## src/hw/rtl/qrk_pkg.sv

```systemverilog
`timescale 1ns / 1ps
// ----------------------------------------------------------------------------
// qrk_pkg: shared types and helpers for the song queue
// Sizes, operation codes, controller states and ring arithmetic used by the
// queue controller and the top level.
// ----------------------------------------------------------------------------
package qrk_pkg;

  localparam int unsigned DEPTH     = 16;
  localparam int unsigned IDX_W     = (DEPTH > 1) ? $clog2(DEPTH) : 1;
  localparam int unsigned CNT_W     = $clog2(DEPTH + 1);
  localparam int unsigned SUM_W     = CNT_W + 1;
  localparam int unsigned REF_W     = 16;
  localparam int unsigned ID_W      = 16;
  localparam int unsigned OP_W      = 3;
  localparam int unsigned OUT_CNT_W = 5;
  localparam int unsigned ENTRY_W   = REF_W + ID_W;

  typedef logic [IDX_W-1:0] idx_t;
  typedef logic [CNT_W-1:0] cnt_t;

  typedef enum logic [OP_W-1:0] {
    OP_PUSH_BACK  = 3'd0,
    OP_PUSH_FRONT = 3'd1,
    OP_POP_FRONT  = 3'd2,
    OP_CLEAR      = 3'd3,
    OP_REMOVE     = 3'd4
  } op_e;

  typedef enum logic [1:0] {
    ST_IDLE,
    ST_SCAN,
    ST_DONE
  } state_e;

  typedef struct packed {
    logic [ID_W-1:0]  song_id;
    logic [REF_W-1:0] song_ref;
  } entry_t;

  typedef struct packed {
    logic                 overflow;
    logic                 is_empty;
    logic [OUT_CNT_W-1:0] entry_count;
    logic [OUT_CNT_W-1:0] removed_count;
    logic                 popped_valid;
    logic [ID_W-1:0]      popped_id;
    logic [REF_W-1:0]     popped_ref;
  } res_t;

  // Ring position of base + off; valid for base < DEPTH and off < DEPTH.
  function automatic idx_t ring_add(idx_t base, cnt_t off);
    logic [SUM_W-1:0] sum;
    sum = SUM_W'(base) + SUM_W'(off);
    if (sum >= SUM_W'(DEPTH)) begin
      sum = sum - SUM_W'(DEPTH);
    end
    return IDX_W'(sum);
  endfunction

  function automatic idx_t ring_dec(idx_t base);
    idx_t res;
    if (base == '0) begin
      res = IDX_W'(DEPTH - 1);
    end else begin
      res = base - 1'b1;
    end
    return res;
  endfunction

endpackage

```

## src/hw/rtl/queue_with_remove_by_key.sv

```systemverilog
`timescale 1ns / 1ps
// ----------------------------------------------------------------------------
// queue_with_remove_by_key: bounded song queue with delete by identifier
// Sixteen-entry double-ended queue of (handle, identifier) pairs held in a
// ring in one synchronous RAM. Every request gives exactly one result.
// ----------------------------------------------------------------------------
// Usage:
//   Requests arrive on the s_axis channel: tuser carries the operation code
//   (push back, push front, pop front, clear, remove by identifier) and tdata
//   the song handle and identifier. Results leave on the m_axis channel and
//   report the popped entry, the number removed, the entry count after the
//   request, an empty flag and an overflow flag for a dropped push.
//   Requests are handled one at a time. For push, pop, clear and unused codes
//   the request is executed in the cycle it is accepted, and its result is
//   offered to the output register. A remove walks the held entries through
//   the RAM read port, one per cycle, and compacts the survivors in place
//   through the write port; a remove on an empty queue goes straight to the
//   result. The result reaches m_axis through the output register. Reset
//   empties the queue (head and count to zero); the RAM contents are not
//   cleared, as only written entries are ever read. When the receiver stalls,
//   the output register holds the result and one further request may be
//   accepted and executed; the controller then waits with its result until
//   the output register is free.
// ----------------------------------------------------------------------------
module queue_with_remove_by_key (
  input  logic        clk_i,
  input  logic        rst_ni,
  input  logic        s_axis_tvalid,
  output logic        s_axis_tready,
  input  logic [31:0] s_axis_tdata,   // song_ref [15:0], song_id [31:16]
  input  logic [2:0]  s_axis_tuser,   // operation [2:0]
  output logic        m_axis_tvalid,
  input  logic        m_axis_tready,
  output logic [47:0] m_axis_tdata    // popped_ref [15:0], popped_id [31:16],
                                      // popped_valid [32], removed_count [37:33],
                                      // entry_count [42:38], is_empty [43],
                                      // overflow [44], zero [47:45]
);
  import qrk_pkg::*;

  entry_t in_entry;
  res_t   res;
  res_t   out_q;
  logic   res_valid;
  logic   res_ready;
  logic   out_valid_q;
  logic   mem_we;
  idx_t   mem_waddr;
  entry_t mem_wdata;
  logic   mem_re;
  idx_t   mem_raddr;
  entry_t mem_rdata;

  assign in_entry.song_ref = s_axis_tdata[15:0];
  assign in_entry.song_id  = s_axis_tdata[31:16];

  qrk_ctrl u_ctrl (
    .clk_i       (clk_i),
    .rst_ni      (rst_ni),
    .in_valid_i  (s_axis_tvalid),
    .in_ready_o  (s_axis_tready),
    .in_op_i     (s_axis_tuser),
    .in_entry_i  (in_entry),
    .res_valid_o (res_valid),
    .res_ready_i (res_ready),
    .res_o       (res),
    .mem_we_o    (mem_we),
    .mem_waddr_o (mem_waddr),
    .mem_wdata_o (mem_wdata),
    .mem_re_o    (mem_re),
    .mem_raddr_o (mem_raddr),
    .mem_rdata_i (mem_rdata)
  );

  qrk_ram #(
    .WIDTH (ENTRY_W),
    .DEPTH (DEPTH)
  ) u_ram (
    .clk_i   (clk_i),
    .we_i    (mem_we),
    .waddr_i (mem_waddr),
    .wdata_i (mem_wdata),
    .re_i    (mem_re),
    .raddr_i (mem_raddr),
    .rdata_o (mem_rdata)
  );

  // The output register takes a new result when empty or being drained.
  assign res_ready = !out_valid_q || m_axis_tready;

  always_ff @(posedge clk_i or negedge rst_ni) begin
    if (!rst_ni) begin
      out_valid_q <= 1'b0;
    end else if (res_ready) begin
      out_valid_q <= res_valid;
    end
  end

  always_ff @(posedge clk_i) begin
    if (res_valid && res_ready) begin
      out_q <= res;
    end
  end

  assign m_axis_tvalid = out_valid_q;
  assign m_axis_tdata  = {3'b000, out_q};

  // The controller never takes a request while it is offering a result.
  a_no_accept_with_result: assert property (@(posedge clk_i) disable iff (!rst_ni)
    !(s_axis_tready && res_valid))
    else $error("request accepted while a result is pending");

  // The reported count never exceeds the ring size and matches the empty flag.
  a_count_bounded: assert property (@(posedge clk_i) disable iff (!rst_ni)
    res_valid |-> ((res.entry_count <= OUT_CNT_W'(DEPTH)) &&
                   (res.is_empty == (res.entry_count == '0))))
    else $error("entry count out of range or inconsistent with empty flag");

  // A successful pop neither removes by key nor overflows.
  a_pop_exclusive: assert property (@(posedge clk_i) disable iff (!rst_ni)
    (res_valid && res.popped_valid) |-> ((res.removed_count == '0) && !res.overflow))
    else $error("pop result carries remove or overflow information");

  // A result handed over while the output register is busy would be lost.
  a_no_result_lost: assert property (@(posedge clk_i) disable iff (!rst_ni)
    (out_valid_q && !m_axis_tready && res_valid) |=> (out_valid_q && res_valid))
    else $error("pending result dropped while output stalled");

endmodule

```

## src/hw/rtl/qrk_ram.sv

```systemverilog
`timescale 1ns / 1ps
// ----------------------------------------------------------------------------
// qrk_ram: simple dual-port synchronous RAM
// One write port and one read port; read data is registered and only
// updated when a read is requested.
// ----------------------------------------------------------------------------
module qrk_ram #(
  parameter int unsigned WIDTH  = 32,
  parameter int unsigned DEPTH  = 16,
  parameter int unsigned ADDR_W = (DEPTH > 1) ? $clog2(DEPTH) : 1
) (
  input  logic              clk_i,
  input  logic              we_i,
  input  logic [ADDR_W-1:0] waddr_i,
  input  logic [WIDTH-1:0]  wdata_i,
  input  logic              re_i,
  input  logic [ADDR_W-1:0] raddr_i,
  output logic [WIDTH-1:0]  rdata_o
);

  logic [WIDTH-1:0] mem [DEPTH];
  logic [WIDTH-1:0] rdata_q;

  always_ff @(posedge clk_i) begin
    if (we_i) begin
      mem[waddr_i] <= wdata_i;
    end
  end

  always_ff @(posedge clk_i) begin
    if (re_i) begin
      rdata_q <= mem[raddr_i];
    end
  end

  assign rdata_o = rdata_q;

endmodule

```

## src/hw/rtl/qrk_ctrl.sv

```systemverilog
`timescale 1ns / 1ps
// ----------------------------------------------------------------------------
// qrk_ctrl: queue controller
// Holds head and count, drives the entry memory and runs the compaction scan
// for remove-by-identifier.
// ----------------------------------------------------------------------------
module qrk_ctrl (
  input  logic                    clk_i,
  input  logic                    rst_ni,
  input  logic                    in_valid_i,
  output logic                    in_ready_o,
  input  logic [qrk_pkg::OP_W-1:0] in_op_i,
  input  qrk_pkg::entry_t         in_entry_i,
  output logic                    res_valid_o,
  input  logic                    res_ready_i,
  output qrk_pkg::res_t           res_o,
  output logic                    mem_we_o,
  output qrk_pkg::idx_t           mem_waddr_o,
  output qrk_pkg::entry_t         mem_wdata_o,
  output logic                    mem_re_o,
  output qrk_pkg::idx_t           mem_raddr_o,
  input  qrk_pkg::entry_t         mem_rdata_i
);
  import qrk_pkg::*;

  state_e            state_q, state_d;
  idx_t              head_q, head_d;
  cnt_t              count_q, count_d;
  cnt_t              rd_q, rd_d;
  cnt_t              wr_q, wr_d;
  cnt_t              removed_q, removed_d;
  logic              chk_q, chk_d;
  logic              pop_hit_q, pop_hit_d;
  logic              ovf_q, ovf_d;
  logic [ID_W-1:0]   key_q, key_d;
  logic              in_fire;
  logic              full;
  logic              scan_last;
  logic              key_hit;

  assign in_ready_o = (state_q == ST_IDLE);
  assign in_fire    = in_valid_i && in_ready_o;
  assign full       = (count_q >= CNT_W'(DEPTH));
  assign scan_last  = chk_q && (rd_q == count_q);
  assign key_hit    = (mem_rdata_i.song_id == key_q);

  // Next state.
  always_comb begin
    state_d = state_q;
    case (state_q)
      ST_IDLE: begin
        if (in_fire) begin
          if ((op_e'(in_op_i) == OP_REMOVE) && (count_q != '0)) begin
            state_d = ST_SCAN;
          end else begin
            state_d = ST_DONE;
          end
        end
      end
      ST_SCAN: begin
        if (scan_last) begin
          state_d = ST_DONE;
        end
      end
      ST_DONE: begin
        if (res_ready_i) begin
          state_d = ST_IDLE;
        end
      end
      default: state_d = ST_IDLE;
    endcase
  end

  // Datapath and memory control.
  always_comb begin
    head_d      = head_q;
    count_d     = count_q;
    rd_d        = rd_q;
    wr_d        = wr_q;
    removed_d   = removed_q;
    chk_d       = 1'b0;
    pop_hit_d   = pop_hit_q;
    ovf_d       = ovf_q;
    key_d       = key_q;
    mem_we_o    = 1'b0;
    mem_waddr_o = '0;
    mem_wdata_o = in_entry_i;
    mem_re_o    = 1'b0;
    mem_raddr_o = '0;
    res_valid_o = 1'b0;
    case (state_q)
      ST_IDLE: begin
        if (in_fire) begin
          pop_hit_d = 1'b0;
          ovf_d     = 1'b0;
          removed_d = '0;
          rd_d      = '0;
          wr_d      = '0;
          key_d     = in_entry_i.song_id;
          case (op_e'(in_op_i))
            OP_PUSH_BACK: begin
              if (full) begin
                ovf_d = 1'b1;
              end else begin
                mem_we_o    = 1'b1;
                mem_waddr_o = ring_add(head_q, count_q);
                count_d     = count_q + 1'b1;
              end
            end
            OP_PUSH_FRONT: begin
              if (full) begin
                ovf_d = 1'b1;
              end else begin
                head_d      = ring_dec(head_q);
                mem_we_o    = 1'b1;
                mem_waddr_o = ring_dec(head_q);
                count_d     = count_q + 1'b1;
              end
            end
            OP_POP_FRONT: begin
              if (count_q != '0) begin
                mem_re_o    = 1'b1;
                mem_raddr_o = head_q;
                pop_hit_d   = 1'b1;
                head_d      = ring_add(head_q, CNT_W'(1));
                count_d     = count_q - 1'b1;
              end
            end
            OP_CLEAR: begin
              head_d  = '0;
              count_d = '0;
            end
            default: begin
            end
          endcase
        end
      end
      ST_SCAN: begin
        // Reads run one entry ahead of the compare; the write offset never
        // passes the read offset, so no entry is read after being overwritten.
        if (rd_q < count_q) begin
          mem_re_o    = 1'b1;
          mem_raddr_o = ring_add(head_q, rd_q);
          rd_d        = rd_q + 1'b1;
          chk_d       = 1'b1;
        end
        if (chk_q) begin
          if (key_hit) begin
            removed_d = removed_q + 1'b1;
          end else begin
            mem_we_o    = 1'b1;
            mem_waddr_o = ring_add(head_q, wr_q);
            mem_wdata_o = mem_rdata_i;
            wr_d        = wr_q + 1'b1;
          end
        end
        if (scan_last) begin
          count_d = key_hit ? wr_q : wr_q + 1'b1;
        end
      end
      ST_DONE: begin
        res_valid_o = 1'b1;
      end
      default: begin
      end
    endcase
  end

  always_comb begin
    res_o               = '0;
    res_o.popped_valid  = pop_hit_q;
    res_o.popped_ref    = pop_hit_q ? mem_rdata_i.song_ref : '0;
    res_o.popped_id     = pop_hit_q ? mem_rdata_i.song_id : '0;
    res_o.removed_count = OUT_CNT_W'(removed_q);
    res_o.entry_count   = OUT_CNT_W'(count_q);
    res_o.is_empty      = (count_q == '0);
    res_o.overflow      = ovf_q;
  end

  always_ff @(posedge clk_i or negedge rst_ni) begin
    if (!rst_ni) begin
      state_q   <= ST_IDLE;
      head_q    <= '0;
      count_q   <= '0;
      rd_q      <= '0;
      wr_q      <= '0;
      removed_q <= '0;
      chk_q     <= 1'b0;
      pop_hit_q <= 1'b0;
      ovf_q     <= 1'b0;
    end else begin
      state_q   <= state_d;
      head_q    <= head_d;
      count_q   <= count_d;
      rd_q      <= rd_d;
      wr_q      <= wr_d;
      removed_q <= removed_d;
      chk_q     <= chk_d;
      pop_hit_q <= pop_hit_d;
      ovf_q     <= ovf_d;
    end
  end

  always_ff @(posedge clk_i) begin
    key_q <= key_d;
  end

endmodule
```

## config.mk

```make
export PLATFORM = sky130hd
export DESIGN_NAME = queue_with_remove_by_key
export DESIGN_NICKNAME = d
export VERILOG_FILES = /design/src/hw/rtl/qrk_pkg.sv /design/src/hw/rtl/queue_with_remove_by_key.sv /design/src/hw/rtl/qrk_ram.sv /design/src/hw/rtl/qrk_ctrl.sv
export SDC_FILE = /design/constraint.sdc
export NUM_CORES = 1
export LEC_CHECK = 0
export BUFFER_PORTS_ARGS = -buffer_cell sky130_fd_sc_hd__buf_2
export CAP_MARGIN = 20
export CORE_MARGIN = 3
export CORE_UTILIZATION = 47
export DETAILED_ROUTE_END_ITERATION = 8
export GPL_ROUTABILITY_DRIVEN = 0
export MAX_ROUTING_LAYER = met4
export PLACE_DENSITY = 0.66
export SKIP_CTS_REPAIR_TIMING = 1
export SLEW_MARGIN = 15
export SYNTH_ARGS = -nofsm -noshare
export SYNTH_HDL_FRONTEND = slang
export SYNTH_SLANG_ARGS = --single-unit
```

## constraint.sdc

```tcl
create_clock -name clk_i -period 5.2 [get_ports clk_i]
set_clock_uncertainty 0.1 [all_clocks]
set_input_delay 0 -clock clk_i [delete_from_list [all_inputs] [get_ports clk_i]]
set_output_delay 0 -clock clk_i [all_outputs]
set_load 0.02 [all_outputs]
```

==> flow_summary_export.csv <==
group,metric,value,unit
sta,whs,0.0438,ns
critical_path,worstSetupEndpointType,"flip-flop",
placement,placed_cell_area,27700,um^2
worst_hold_path,hold_class,"primary input to flip-flop",
clock_network,cts_tree,"yes",
yosys,ys_async_sr_fraction,0.0472,
sta,final_max_slew_viol_count,0,
cells_and_area,diodes,0,
cells_and_area,drive_above_1_share,0.157,
placement,port_buffers,85,
route,met2_length,31900,um
critical_path,cp_top_family,"simple AND/OR/NAND/NOR gates",
cells_and_area,fin_area,30400,um^2
grt,overflow,0,
clock_network,cts-root-buf,"clkbuf_16",
power,power_density,348,nW/um^2
sta,worst_slack,0.642,ns
critical_path,critPathBufInv,1,
outcome,outcome,"finished, final reports clean",
floorplan,start_util,0.477,
critical_path,crit_arrival,4.75,ns
placement,dp_hpwl,37100,um
sta,period_share,0.877,
grt,grt_antenna_before_repair,1,
floorplan,die_h,243,um
placement,dp_slack,0.609,ns
sta,hold_violations,0,
critical_path,crit_chain,"xor2_1 -> nor4_1 -> nand4_1 -> and3_1 -> a22oi_1 -> nand2b_1 -> nor2_4 -> buf_4",
yosys,ys_seq_area_frac,0.718,
critical_path,path_max_fanout,18,
sta,slew_headroom,0.265,
yosys,synth_edf_count,605,
clock_network,clock_path_buffers,3,
power,p_comb_frac,0.013,
sta,fmax,0.219,GHz
clock_network,clock_latency,0.59,ns
yosys,yosys.area_share.simple,0.153,
grt,track_usage,0.227,
power,cellLeakagePower,10.5,nW
route,dr.pass1.iters,5,
cells_and_area,nFillCells,4467,
yosys,yosysTopAreaCell,"edfxtp_1",
yosys,synth_top_area_frac,0.689,
floorplan,coreArea,55300,um^2
yosys,yosys_warnings,0,
route,wl_per_cell,22.3,um
floorplan,io_pins,89,
clock_network,h-tree-depth,3,
yosys,synth-xor-area-share,0.0113,
clock_network,numCtsBuffers,66,
cells_and_area,layout_commonest_cell,"edfxtp_1",
floorplan,die_area,59000,um^2
route,routed_via_density,5.64,
floorplan,rows,86,
grt,grt_pass1_wl,99200,um
power,total_power,0.0106,W
critical_path,start_kind,"flip-flop",
critical_path,crit_slowest_cell,"nor4_1",
yosys,synth_top_family_by_area,"simple AND/OR/NAND/NOR gates",
route,wl_met1,27800,um
power,swShare,0.190,
sta,tightest_slew,1.10,ns
yosys,yosysUniqueCellTypes,70,
cells_and_area,final_nets,2220,
sta,tns,0,ns
yosys,synthTopCellsByArea,"edfxtp_1 (69%), nand2_1 (7.6%), a21oi_1 (4.0%)",
critical_path,worst_path_largest_cell_delay,0.75,ns
sta,rsz0062_at_grt,"false",
power,internal_power,0.00857,W
grt,grt_max_degree,70,
clock_network,clkTransAtPathRegs,0.06,ns
floorplan,die_w,243,um
job,max_cap_viol_count,0,
yosys,synth_flop_cell,"edfxtp_1",
yosys,synth.mux.area_fraction,0.0165,
route,ant_nets,0,
route,drc,0,
grt,grt_pass1_vias,16000,
yosys,syn_avg_cell_area,13.1,um^2
route,finalWirelength,65700,um
cells_and_area,areaGrowthSynthToFinish,15.3,%
sta,setup_viol,0,
clock_network,cts_num_sinks,635,
route,route.met3.wl,4430,um
route,drt_iter0_markers,1677,
power,p_clk_frac,0.460,
power,p_seq_frac,0.528,
route,routed.top_layer,"met4",
yosys,synth-compound-area-share,0.0613,
route,dr_total_vias,16700,
yosys,synth_fa_ha_area_frac,0.0135,
power,power.switching,0.00201,W
power,ir_drop,239,uV
yosys,synthCells,2019,
sta,min_period,4.56,ns
critical_path,crit_type,"flip-flop to flip-flop",
critical_path,cp.required,5.39,ns
yosys,synth_area,26400,um^2
cells_and_area,final_cell_mix,"edfxtp_1 (605), nand2_1 (536), a21oi_1 (209)",
yosys,ys_ff_latch,635,
-- per-layer routing --
layer  global-route usage  vias up
li1                     -     7589
met1                0.305     8298
met2                0.361      680
met3               0.0327       86
met4               0.0740        0
met5                    -        -
-- flip-flops by register name, summed over array words and instances, names as in the netlist, 2 cells and up --
register and count:
u_ram.mem 512, m_axis_tdata 45, u_ram.rdata_o 32, u_ctrl.key_q 16, u_ctrl.count_q 5, u_ctrl.rd_q 5, u_ctrl.removed_q 5, u_ctrl.wr_q 5
u_ctrl.head_q 4, u_ctrl.state_q 2
-- area by class of cell --
class	count	area, um^2	share of cell area
inverter	17	65.1	0.00214
timing repair buffer	179	1350	0.0443
clock buffer	78	1780	0.0586
tap	748	936	0.0308
multi-input combinational	1256	6890	0.227
clock inverter	39	452	0.0149
sequential	635	18900	0.623
-- worst paths after layout --
check                             startpoint                 to  slack [ns]  cells past startpoint
min in group asynchronous             rst_ni  u_ctrl.state_q[1]        0.37                      4
hold / removal              s_axis_tdata[30]   u_ctrl.key_q[14]        0.04                      2
hold reg to reg                 u_ctrl.ovf_q   m_axis_tdata[44]        0.37                      0
max in group asynchronous             rst_ni  u_ctrl.count_q[2]        4.45                      4
setup reg to reg           u_ram.rdata_o[20]   u_ram.mem[6][17]        0.64                      8
setup / recovery           u_ram.rdata_o[20]   u_ram.mem[6][17]        0.64                      8
-- Yosys cell counts (5+ instances only) --
cell type	count
nor4_1	5
clkbuf_1	24
nor2_1	29
buf_6	7
and2_1	38
nand2_1	536
nand4_1	7
o31ai_1	6
nor2b_1	5
buf_4	21
a21oi_1	209
nand2b_1	9
inv_1	15
nand3_1	191
xor2_1	28
buf_2	61
a21o_1	5
xnor2_1	6
dfrtp_1	30
mux2_2	35
ha_1	22
o21ai_0	16
edfxtp_1	605
o21a_1	5
nor4_2	31
-- cell families after synthesis --
logic type	after synthesis
mux	39
other cells	1
buf+inv	130
compound gates	280
xor+xnor	34
fa+ha+maj	26
flops	635
simple gates	874
-- stage by stage --
stage               instances   util
floorplan                2021      -
CTS                      2909  0.541
global placement         2792  0.501
global route             2952  0.549
detailed placement       2792  0.501
finish                   2952  0.549
-- power groups by stage --
| stage | registers (W) | clock network, W | logic, W |
|---|---|---|---|
| floorplan | 0.00569 | 0 | 0.0000546 |
| global placement | 0.00569 | 0 | 0.000106 |
| detailed placement | 0.00569 | 0 | 0.000110 |
| CTS | 0.00558 | 0.00495 | 0.000111 |
| global route | 0.00558 | 0.00517 | 0.000147 |
| finish | 0.00559 | 0.00487 | 0.000135 |
-- worst reg2reg max path: cells and delay by family, from the launching register on --
kind | cells | cell delay [ns]
and+or+nand+nor | 5 | 2.70
DFF | 1 | 0.51
AOI/OAI and AO/OA | 1 | 0.38
buffers and inverters | 1 | 0.33
xor gates and xnor gates | 1 | 0.24
No activity file was read; power rests on OpenSTA's default activity.
